`src/hem_pkg.sv`:
```
package hem_pkg;

  localparam int NUM_LEVELS = 256;
  localparam int BIN_W      = $clog2(NUM_LEVELS);
  localparam int CNT_W      = 25;
  localparam int PIX_W      = 8;
  localparam int LVL_W      = 8;
  localparam int PROD_W     = CNT_W + LVL_W;

  localparam logic [CNT_W-1:0] SUM_MAX    = {CNT_W{1'b1}};
  localparam logic [CNT_W-1:0] AREA_RESET = CNT_W'(4096);
  localparam logic [LVL_W-1:0] LEVEL_MAX  = {LVL_W{1'b1}};

  localparam int Q_DEPTH = 4;
  localparam int Q_PTR_W = $clog2(Q_DEPTH);

  typedef enum logic {
    OP_LOAD = 1'b0,
    OP_MAP  = 1'b1
  } op_t;

  typedef struct packed {
    op_t              op;
    logic [CNT_W-1:0] bin_count;
    logic [PIX_W-1:0] pixel;
  } q_item_t;

  typedef struct packed {
    logic    valid;
    q_item_t item;
  } q_head_t;

  // pixel values past the end of the table map to the last entry
  function automatic logic [BIN_W-1:0] pix_index(input logic [PIX_W-1:0] pix);
    logic [BIN_W-1:0] idx;
    if (int'(pix) < NUM_LEVELS) begin
      idx = BIN_W'(pix);
    end else begin
      idx = BIN_W'(NUM_LEVELS - 1);
    end
    return idx;
  endfunction

endpackage

```
`src/hem_if.sv`:
```
interface hem_in_if;
  import hem_pkg::*;
  logic             valid;
  logic             ready;
  logic             cmd;
  logic [CNT_W-1:0] bin_count;
  logic [PIX_W-1:0] pixel;
  modport source (output valid, cmd, bin_count, pixel, input ready);
  modport sink (input valid, cmd, bin_count, pixel, output ready);
endinterface

interface hem_out_if;
  import hem_pkg::*;
  logic             valid;
  logic             ready;
  logic [LVL_W-1:0] level;
  logic             clipped;
  modport source (output valid, level, clipped, input ready);
  modport sink (input valid, level, clipped, output ready);
endinterface

interface hem_cfg_if;
  import hem_pkg::*;
  logic             valid;
  logic             ready;
  logic [CNT_W-1:0] data;
  modport source (output valid, data, input ready);
  modport sink (input valid, data, output ready);
endinterface

```
`src/histogram_equalization_map_core.sv`:
```
// Histogram equalization: builds a level table from histogram bins, then
// maps pixels through it.
// Channels (valid/ready, transaction when both high at a clock edge):
//   req : cmd 0 loads the next bin count, cmd 1 maps a pixel value.
//   rsp : one transaction per req transaction, in order: level, clipped.
//   cfg : writes region_area, always ready; write only while idle.
// A 4-entry queue sits between request intake and the execution engine,
// so req keeps flowing while the engine is busy or rsp is stalled.
// Pixel map: 1 per cycle sustained while no bin load runs and rsp is not
// stalled; path from req to rsp valid: queue, table read, output register.
// Bin load: saturated sum, scale compare, then a restoring divider
// producing one level bit per cycle (skipped when the scaled sum clips),
// then the table write. The divider sets the load rate.
// Reset (synchronous) empties the queue and pipeline, clears the running
// sum and bin counter, and sets region_area to 4096. Table contents are
// undefined until the first full load. A stalled rsp holds its data; the
// pipeline and then the queue fill, after which req.ready drops.
module histogram_equalization_map_core
  import hem_pkg::*;
(
  input  logic      clk,
  input  logic      rst,
  hem_in_if.sink    req,
  hem_out_if.source rsp,
  hem_cfg_if.sink   cfg
);

  q_head_t head;
  logic    pop;

  hem_front u_front (
    .clk  (clk),
    .rst  (rst),
    .req  (req),
    .head (head),
    .pop  (pop)
  );

  hem_back u_back (
    .clk  (clk),
    .rst  (rst),
    .head (head),
    .pop  (pop),
    .cfg  (cfg),
    .rsp  (rsp)
  );

endmodule

```
`src/hem_front.sv`:
```
module hem_front
  import hem_pkg::*;
(
  input  logic    clk,
  input  logic    rst,
  hem_in_if.sink  req,
  output q_head_t head,
  input  logic    pop
);

  q_item_t            queue [Q_DEPTH];
  logic [Q_PTR_W-1:0] wr_ptr;
  logic [Q_PTR_W-1:0] rd_ptr;
  logic [Q_PTR_W:0]   count;
  logic [Q_PTR_W:0]   count_next;
  logic               push;
  q_item_t            item_in;

  assign req.ready = (count != (Q_PTR_W+1)'(Q_DEPTH));
  assign push      = req.valid && req.ready;

  always_comb begin
    item_in.op        = op_t'(req.cmd);
    item_in.bin_count = req.bin_count;
    item_in.pixel     = req.pixel;
  end

  always_comb begin
    count_next = count;
    if (push && !pop) begin
      count_next = count + 1'b1;
    end else if (pop && !push) begin
      count_next = count - 1'b1;
    end
  end

  always_ff @(posedge clk) begin
    if (rst) begin
      wr_ptr <= '0;
      rd_ptr <= '0;
      count  <= '0;
    end else begin
      if (push) begin
        wr_ptr <= wr_ptr + 1'b1;
      end
      if (pop) begin
        rd_ptr <= rd_ptr + 1'b1;
      end
      count <= count_next;
    end
  end

  always_ff @(posedge clk) begin
    if (push) begin
      queue[wr_ptr] <= item_in;
    end
  end

  assign head.valid = (count != '0);
  assign head.item  = queue[rd_ptr];

endmodule

```
`src/hem_back.sv`:
```
module hem_back
  import hem_pkg::*;
(
  input  logic     clk,
  input  logic     rst,
  input  q_head_t  head,
  output logic     pop,
  hem_cfg_if.sink  cfg,
  hem_out_if.source rsp
);

  typedef enum logic [3:0] {
    ST_IDLE  = 4'b0001,
    ST_SCALE = 4'b0010,
    ST_DIV   = 4'b0100,
    ST_DONE  = 4'b1000
  } state_t;

  state_t           state;
  logic [CNT_W-1:0] region_area;
  logic [CNT_W-1:0] running_sum;
  logic [BIN_W-1:0] next_bin;

  logic [CNT_W-1:0] load_sum;
  logic [CNT_W-1:0] area_q;
  logic [CNT_W-1:0] rem;
  logic [LVL_W-1:0] low_bits;
  logic [LVL_W-1:0] quo;
  logic [2:0]       step;
  logic             clip_q;

  logic             s1_valid;
  logic             s1_load;
  logic [LVL_W-1:0] s1_level;
  logic             s1_clip;
  logic [LVL_W-1:0] rd_data;
  logic [LVL_W-1:0] level_table [NUM_LEVELS];

  logic             out_valid;
  logic [LVL_W-1:0] out_level;
  logic             out_clipped;

  logic             out_free;
  logic             s1_free;
  logic             map_pop;
  logic             load_pop;
  logic             load_done;
  logic [CNT_W:0]   sum_wide;
  logic [PROD_W-1:0] prod;
  logic             over;
  logic [CNT_W:0]   trial;
  logic             q_bit;

  assign cfg.ready = 1'b1;

  assign out_free  = !out_valid || rsp.ready;
  assign s1_free   = !s1_valid || out_free;
  assign map_pop   = (state == ST_IDLE) && head.valid && (head.item.op == OP_MAP) && s1_free;
  assign load_pop  = (state == ST_IDLE) && head.valid && (head.item.op == OP_LOAD);
  assign pop       = map_pop || load_pop;
  assign load_done = (state == ST_DONE) && s1_free;

  assign sum_wide = {1'b0, running_sum} + {1'b0, head.item.bin_count};
  // 255 * sum as (sum << 8) - sum
  assign prod  = {load_sum, {LVL_W{1'b0}}} - {{LVL_W{1'b0}}, load_sum};
  assign over  = prod >= {area_q, {LVL_W{1'b0}}};
  assign trial = {rem, low_bits[LVL_W-1]};
  assign q_bit = trial >= {1'b0, area_q};

  always_ff @(posedge clk) begin
    if (rst) begin
      state       <= ST_IDLE;
      region_area <= AREA_RESET;
      running_sum <= '0;
      next_bin    <= '0;
    end else begin
      if (cfg.valid) begin
        region_area <= cfg.data;
      end
      unique case (state)
        ST_IDLE: begin
          if (load_pop) begin
            state <= ST_SCALE;
          end
        end
        ST_SCALE: begin
          state <= over ? ST_DONE : ST_DIV;
        end
        ST_DIV: begin
          if (step == 3'd7) begin
            state <= ST_DONE;
          end
        end
        ST_DONE: begin
          if (s1_free) begin
            state <= ST_IDLE;
            if (next_bin == BIN_W'(NUM_LEVELS - 1)) begin
              next_bin    <= '0;
              running_sum <= '0;
            end else begin
              next_bin    <= next_bin + 1'b1;
              running_sum <= load_sum;
            end
          end
        end
        default: state <= ST_IDLE;
      endcase
    end
  end

  // divider datapath: one quotient bit per cycle
  always_ff @(posedge clk) begin
    if (load_pop) begin
      load_sum <= sum_wide[CNT_W] ? SUM_MAX : sum_wide[CNT_W-1:0];
      area_q   <= (region_area == '0) ? CNT_W'(1) : region_area;
    end
    if (state == ST_SCALE) begin
      rem      <= prod[PROD_W-1:LVL_W];
      low_bits <= prod[LVL_W-1:0];
      step     <= '0;
      quo      <= over ? LEVEL_MAX : '0;
      clip_q   <= over;
    end
    if (state == ST_DIV) begin
      rem      <= q_bit ? CNT_W'(trial - {1'b0, area_q}) : trial[CNT_W-1:0];
      low_bits <= {low_bits[LVL_W-2:0], 1'b0};
      quo      <= {quo[LVL_W-2:0], q_bit};
      step     <= step + 1'b1;
    end
  end

  always_ff @(posedge clk) begin
    if (load_done) begin
      level_table[next_bin] <= quo;
    end
    if (map_pop) begin
      rd_data <= level_table[pix_index(head.item.pixel)];
    end
  end

  always_ff @(posedge clk) begin
    if (rst) begin
      s1_valid  <= 1'b0;
      out_valid <= 1'b0;
    end else begin
      if (s1_free) begin
        s1_valid <= map_pop || load_done;
      end
      if (out_free) begin
        out_valid <= s1_valid;
      end
    end
  end

  always_ff @(posedge clk) begin
    if (s1_free) begin
      s1_load  <= load_done;
      s1_level <= quo;
      s1_clip  <= clip_q;
    end
    if (out_free) begin
      out_level   <= s1_load ? s1_level : rd_data;
      out_clipped <= s1_load && s1_clip;
    end
  end

  assign rsp.valid   = out_valid;
  assign rsp.level   = out_level;
  assign rsp.clipped = out_clipped;

endmodule

```
`src/flat_wrapper.sv`:
```
// flat-port wrapper written by rule: the top's interface ports become plain ports
module histogram_equalization_map_core_flat import hem_pkg::*;
  (clk, rst, req_valid, req_cmd, req_bin_count, req_pixel, req_ready, rsp_valid, rsp_level, rsp_clipped, rsp_ready, cfg_valid, cfg_data, cfg_ready);
  hem_in_if req_i ();
  hem_out_if rsp_i ();
  hem_cfg_if cfg_i ();
  input  logic clk;
  input  logic rst;
  input wire logic [$bits(req_i.valid)-1:0] req_valid;
  input wire logic [$bits(req_i.cmd)-1:0] req_cmd;
  input wire logic [$bits(req_i.bin_count)-1:0] req_bin_count;
  input wire logic [$bits(req_i.pixel)-1:0] req_pixel;
  output wire logic [$bits(req_i.ready)-1:0] req_ready;
  output wire logic [$bits(rsp_i.valid)-1:0] rsp_valid;
  output wire logic [$bits(rsp_i.level)-1:0] rsp_level;
  output wire logic [$bits(rsp_i.clipped)-1:0] rsp_clipped;
  input wire logic [$bits(rsp_i.ready)-1:0] rsp_ready;
  input wire logic [$bits(cfg_i.valid)-1:0] cfg_valid;
  input wire logic [$bits(cfg_i.data)-1:0] cfg_data;
  output wire logic [$bits(cfg_i.ready)-1:0] cfg_ready;
  assign req_i.valid = req_valid;
  assign req_i.cmd = req_cmd;
  assign req_i.bin_count = req_bin_count;
  assign req_i.pixel = req_pixel;
  assign req_ready = req_i.ready;
  assign rsp_valid = rsp_i.valid;
  assign rsp_level = rsp_i.level;
  assign rsp_clipped = rsp_i.clipped;
  assign rsp_i.ready = rsp_ready;
  assign cfg_i.valid = cfg_valid;
  assign cfg_i.data = cfg_data;
  assign cfg_ready = cfg_i.ready;
  histogram_equalization_map_core u_core (.clk(clk), .rst(rst), .req(req_i), .rsp(rsp_i), .cfg(cfg_i));
endmodule
```
`config.mk`:
```
export PLATFORM = sky130hd
export DESIGN_NAME = histogram_equalization_map_core_flat
export DESIGN_NICKNAME = d
export VERILOG_FILES = /design/src/hem_pkg.sv /design/src/hem_if.sv /design/src/histogram_equalization_map_core.sv /design/src/hem_front.sv /design/src/hem_back.sv /design/src/flat_wrapper.sv
export SDC_FILE = /design/constraint.sdc
export NUM_CORES = 2
export LEC_CHECK = 0
export ABC_AREA = 1
export BUFFER_PORTS_ARGS = -buffer_cell sky130_fd_sc_hd__buf_4
export CAP_MARGIN = 20
export CORE_UTILIZATION = 40
export DETAILED_ROUTE_END_ITERATION = 16
export GPL_TIMING_DRIVEN = 0
export SETUP_SLACK_MARGIN = 0.15
export SLEW_MARGIN = 20
export SYNTH_ARGS = -nofsm -noshare
export SYNTH_HDL_FRONTEND = slang
export SYNTH_SLANG_ARGS = --single-unit
```
`constraint.sdc`:
```
create_clock -name clk -period 6.45 [get_ports clk]
set_input_delay 0.3225 -clock clk [delete_from_list [all_inputs] [get_ports clk]]
set_output_delay 0.3225 -clock clk [all_outputs]
set_load 0.01 [all_outputs]
```
==> summary.txt <==
Status
  – Status: complete, no violations

Worst setup path
  – Startpoint Class: flop
  – CP Data Arrival Time: 6.36 ns
  – Critical path type: reg -> reg
  – Crit-path max FO: 10
  – Critical Path End Type: flop
  – Worst EP required: 7.09 ns
  – Worst reg2reg path depth: 14

Placement
  – # placed instances: 13600
  – Placed instance area: 0.114 sq mm
  – Dpl hpwl: 349000 microns
  – I/O Buffers: between 70 and 80
  – GP Congestion: about 1.1

GRT
  – Antenna violations before repair: 27
  – Largest net degree at the start of global routing: 30
  – GRT overflow: 0
  – First-pass GRT wire length: 620000 microns
  – Total track usage: 34.3%
  – Number of global-route vias before repair: between 70000 and 80000

Yosys
  – Distinct cells, synth: 47
  – Seq/Total Area, Yosys: between 60% and 70%
  – Synth area leaders: edfxtp_1 66%, nand3_1 7.7%, nand2_1 7.4%
  – Post-synth top area cell: edfxtp_1
  – EDFF count, synth: 2305
  – Share of synthesized registers carrying an async set or reset: 0%
  – Synth Instances: 9759
  – YS warnings: 0
  – Seq cells post-synth: 2379
  – Post-synthesis cell area: between 0.1 and 0.15 sq mm
  – Mapped Nets: 9931
  – Top-area cell type share of the netlist area: 65.5%
  – Avg Inst Size Synth: 10.8 sq um
  – Most used DFF post-synth: edfxtp_1

Die
  – Ports: between 70 and 80
  – Starting Density: 40.2%
  – # rows: between 150 and 200
  – Die H: 516 microns
  – Die Wd: 516 microns
  – Core Area: 0.263 sq mm
  – Die ar.: 0.266 sq mm

Detailed routing
  – DR WL/cell: approximately 33 microns
  – Initial drt markers: 14200
  – Detail Route Antenna Nets: 0
  – DRC: 0
  – DR pass1 iterations: 8
  – Vias per cell: 5.86
  – WL final: approximately 460000 microns
  – Vias: 82700

Timing
  – Fin Clk Skew: 0.0796 ns
  – Final worst-path cycle share: 88.6%
  – Fin. max-slew vios: 0
  – RSZ-0062 raised after global routing: no
  – Final min period: 5.72 ns
  – Worst slew margin: 3.87%
  – Final hold vios: 0
  – Setup TNS after final layout: 0 ns
  – Fmax: between 150 and 200 MHz
  – Setup-failing EPs final: 0
  – Worst Max-Slew Pin Slew: 1.44 ns

Final layout
  – Ratio of cells with drive above 1 in the final layout: 10.9%
  – Most frequent cells in the layout: 2305 x edfxtp_1, 2082 x nand2_1, 1632 x nand3_1
  – Fillers: between 20000 and 25000
  – Fin cells: 14100
  – Layout area overhead: 17.2%
  – Most common cell after layout, fill and taps aside: edfxtp_1
  – Nets@finish: 10500
  – Design area: 0.124 sq mm

CTS
  – Max Root-Sink Buffers: 4
  – H-tree levels: 5
  – Post-CTS setup buffer count: 0
  – CTS tree: done
  – CTS buffer count: about 270
  – Clock sink total: 2379
  – Root Buffer: clkbuf_16
  – CTS clk-pin slew, worst paths: around 0.06 ns
  – Clock latency on the worst-skew pair: about 0.93 ns

Power and ir drop
  – Power per cell area: 498 mW/mm^2
  – Final Power: 61.7 mW
  – VDD IR max: 258 uV
  – LEAKAGE: 47.2 nW

Min path
  – Hold Path Depth: 4
  – Min-delay worst type: in -> reg

Job
  – Max-Cap Viols: 0
==> final timing paths <==
| kind | from | to | slack (ns) |
|---|---|---|---|
| min | cfg_valid | u_core.u_back.region_area[3] | 0.03 |
| max | flop | u_core.u_back.rd_data[6] | 0.73 |
| min reg2reg | u_core.u_back.clip_q | u_core.u_back.s1_clip | 0.43 |
| max reg2reg | flop | u_core.u_back.rd_data[6] | 0.73 |
==> cell families after synthesis <==
group	count (synthesis)	share of synthesized area [%]
other	1	0.00355
xor gates and xnor gates	63	0.522
AOI/OAI and AO/OA	739	3.90
muxes	8	0.0853
DFF	2379	66.9
and+or+nand+nor	4780	20.8
buffers and inverters	1681	6.44
adders and majority gates	108	1.30
==> power by group <==
part,total (mW),leakage [nW],switching [mW],internal [mW]
Clock,15.5,4.22,6.58,8.91
Sequential,17.9,21.4,0.252,17.6
Combinational,28.3,21.6,22.0,6.35
Total,61.7,47.2,28.8,32.9
==> per-layer routing <==
layer / up-vias / global-route usage, % / part of all wire, %
li1: 34800 / - / -
met1: 40700 / 44.9 / 38
met2: 5838 / 50.0 / 42
met3: 1237 / 10.5 / 13
met4: 30 / 20.2 / 7.2
met5: - / 0 / 0.042
==> sequential cells by signal, summed over array words and instances (netlist names), 25 cells and up, named ones only <==
name                       flops
u_core.u_back.running_sum     25
u_core.u_back.rem             25
u_core.u_back.level_table   2048
u_core.u_back.area_q          25
u_core.u_front.queue         136
u_core.u_back.region_area     25
u_core.u_back.load_sum        25
==> critical path, stage by stage, from the launching register on <==
cell and delay (ns):
dfxtp_1 0.33, buf_2 0.26, nand3_1 0.12, nand2_1 0.31, buf_4 0.45, buf_2 0.53, clkbuf_1 0.95, nand3_1 0.23
nand3_1 0.69, nand3_1 0.33, nand3_1 0.17, nand3_1 0.08, nand3_1 0.46, nand3_1 0.17, nand2_1 0.31
==> cell type report <==
class	instances	area, sq um	share of cell area (%)
multi-input cells	5699	28700	23.2
well taps	3515	4400	3.55
diodes	17	42.5	0.0343
flip-flops and latches	2379	70700	57.1
plain buffers	611	2820	2.28
repair buffers	345	4530	3.66
clock inverters	148	1460	1.18
clock buffers	331	7210	5.82
inverters	1070	4020	3.24
==> synth_stat cells (8+ instances only) <==
library cell	n
xor2_1	41
clkbuf_1	321
buf_4	61
buf_1	30
o22ai_1	25
xnor2_1	22
nor2_1	494
nand2_1	2082
o211ai_1	66
a22oi_1	26
nand3b_1	500
o21bai_1	11
buf_2	197
edfxtp_1	2305
mux2_2	8
or2_2	22
nand3_1	1632
a21oi_1	175
nor3_1	24
inv_1	1063
dfxtp_1	74
ha_1	105
nor4_1	9
nand4_1	14
o21ai_0	399
==> timing repair <==
action	in CTS	in global routing
resized for setup	0	0
endpoints found under the setup margin	0	0
endpoints found under the hold margin	165	0
hold buffers	61	0
==> through the flow <==
stage	setup WS [ns]	utilization, %	hold WS [ns]
2_1_floorplan	1.98	-	0.400
3_3_place_gp	-3.13	42.1	0.409
3_5_place_dp	1.16	43.6	0.406
4_1_cts	1.08	47.1	0.0000338
5_1_grt	0.781	47.2	0.0880
6_report	0.733	47.2	0.0272
Note: power is estimated with default switching activity, not from simulation.
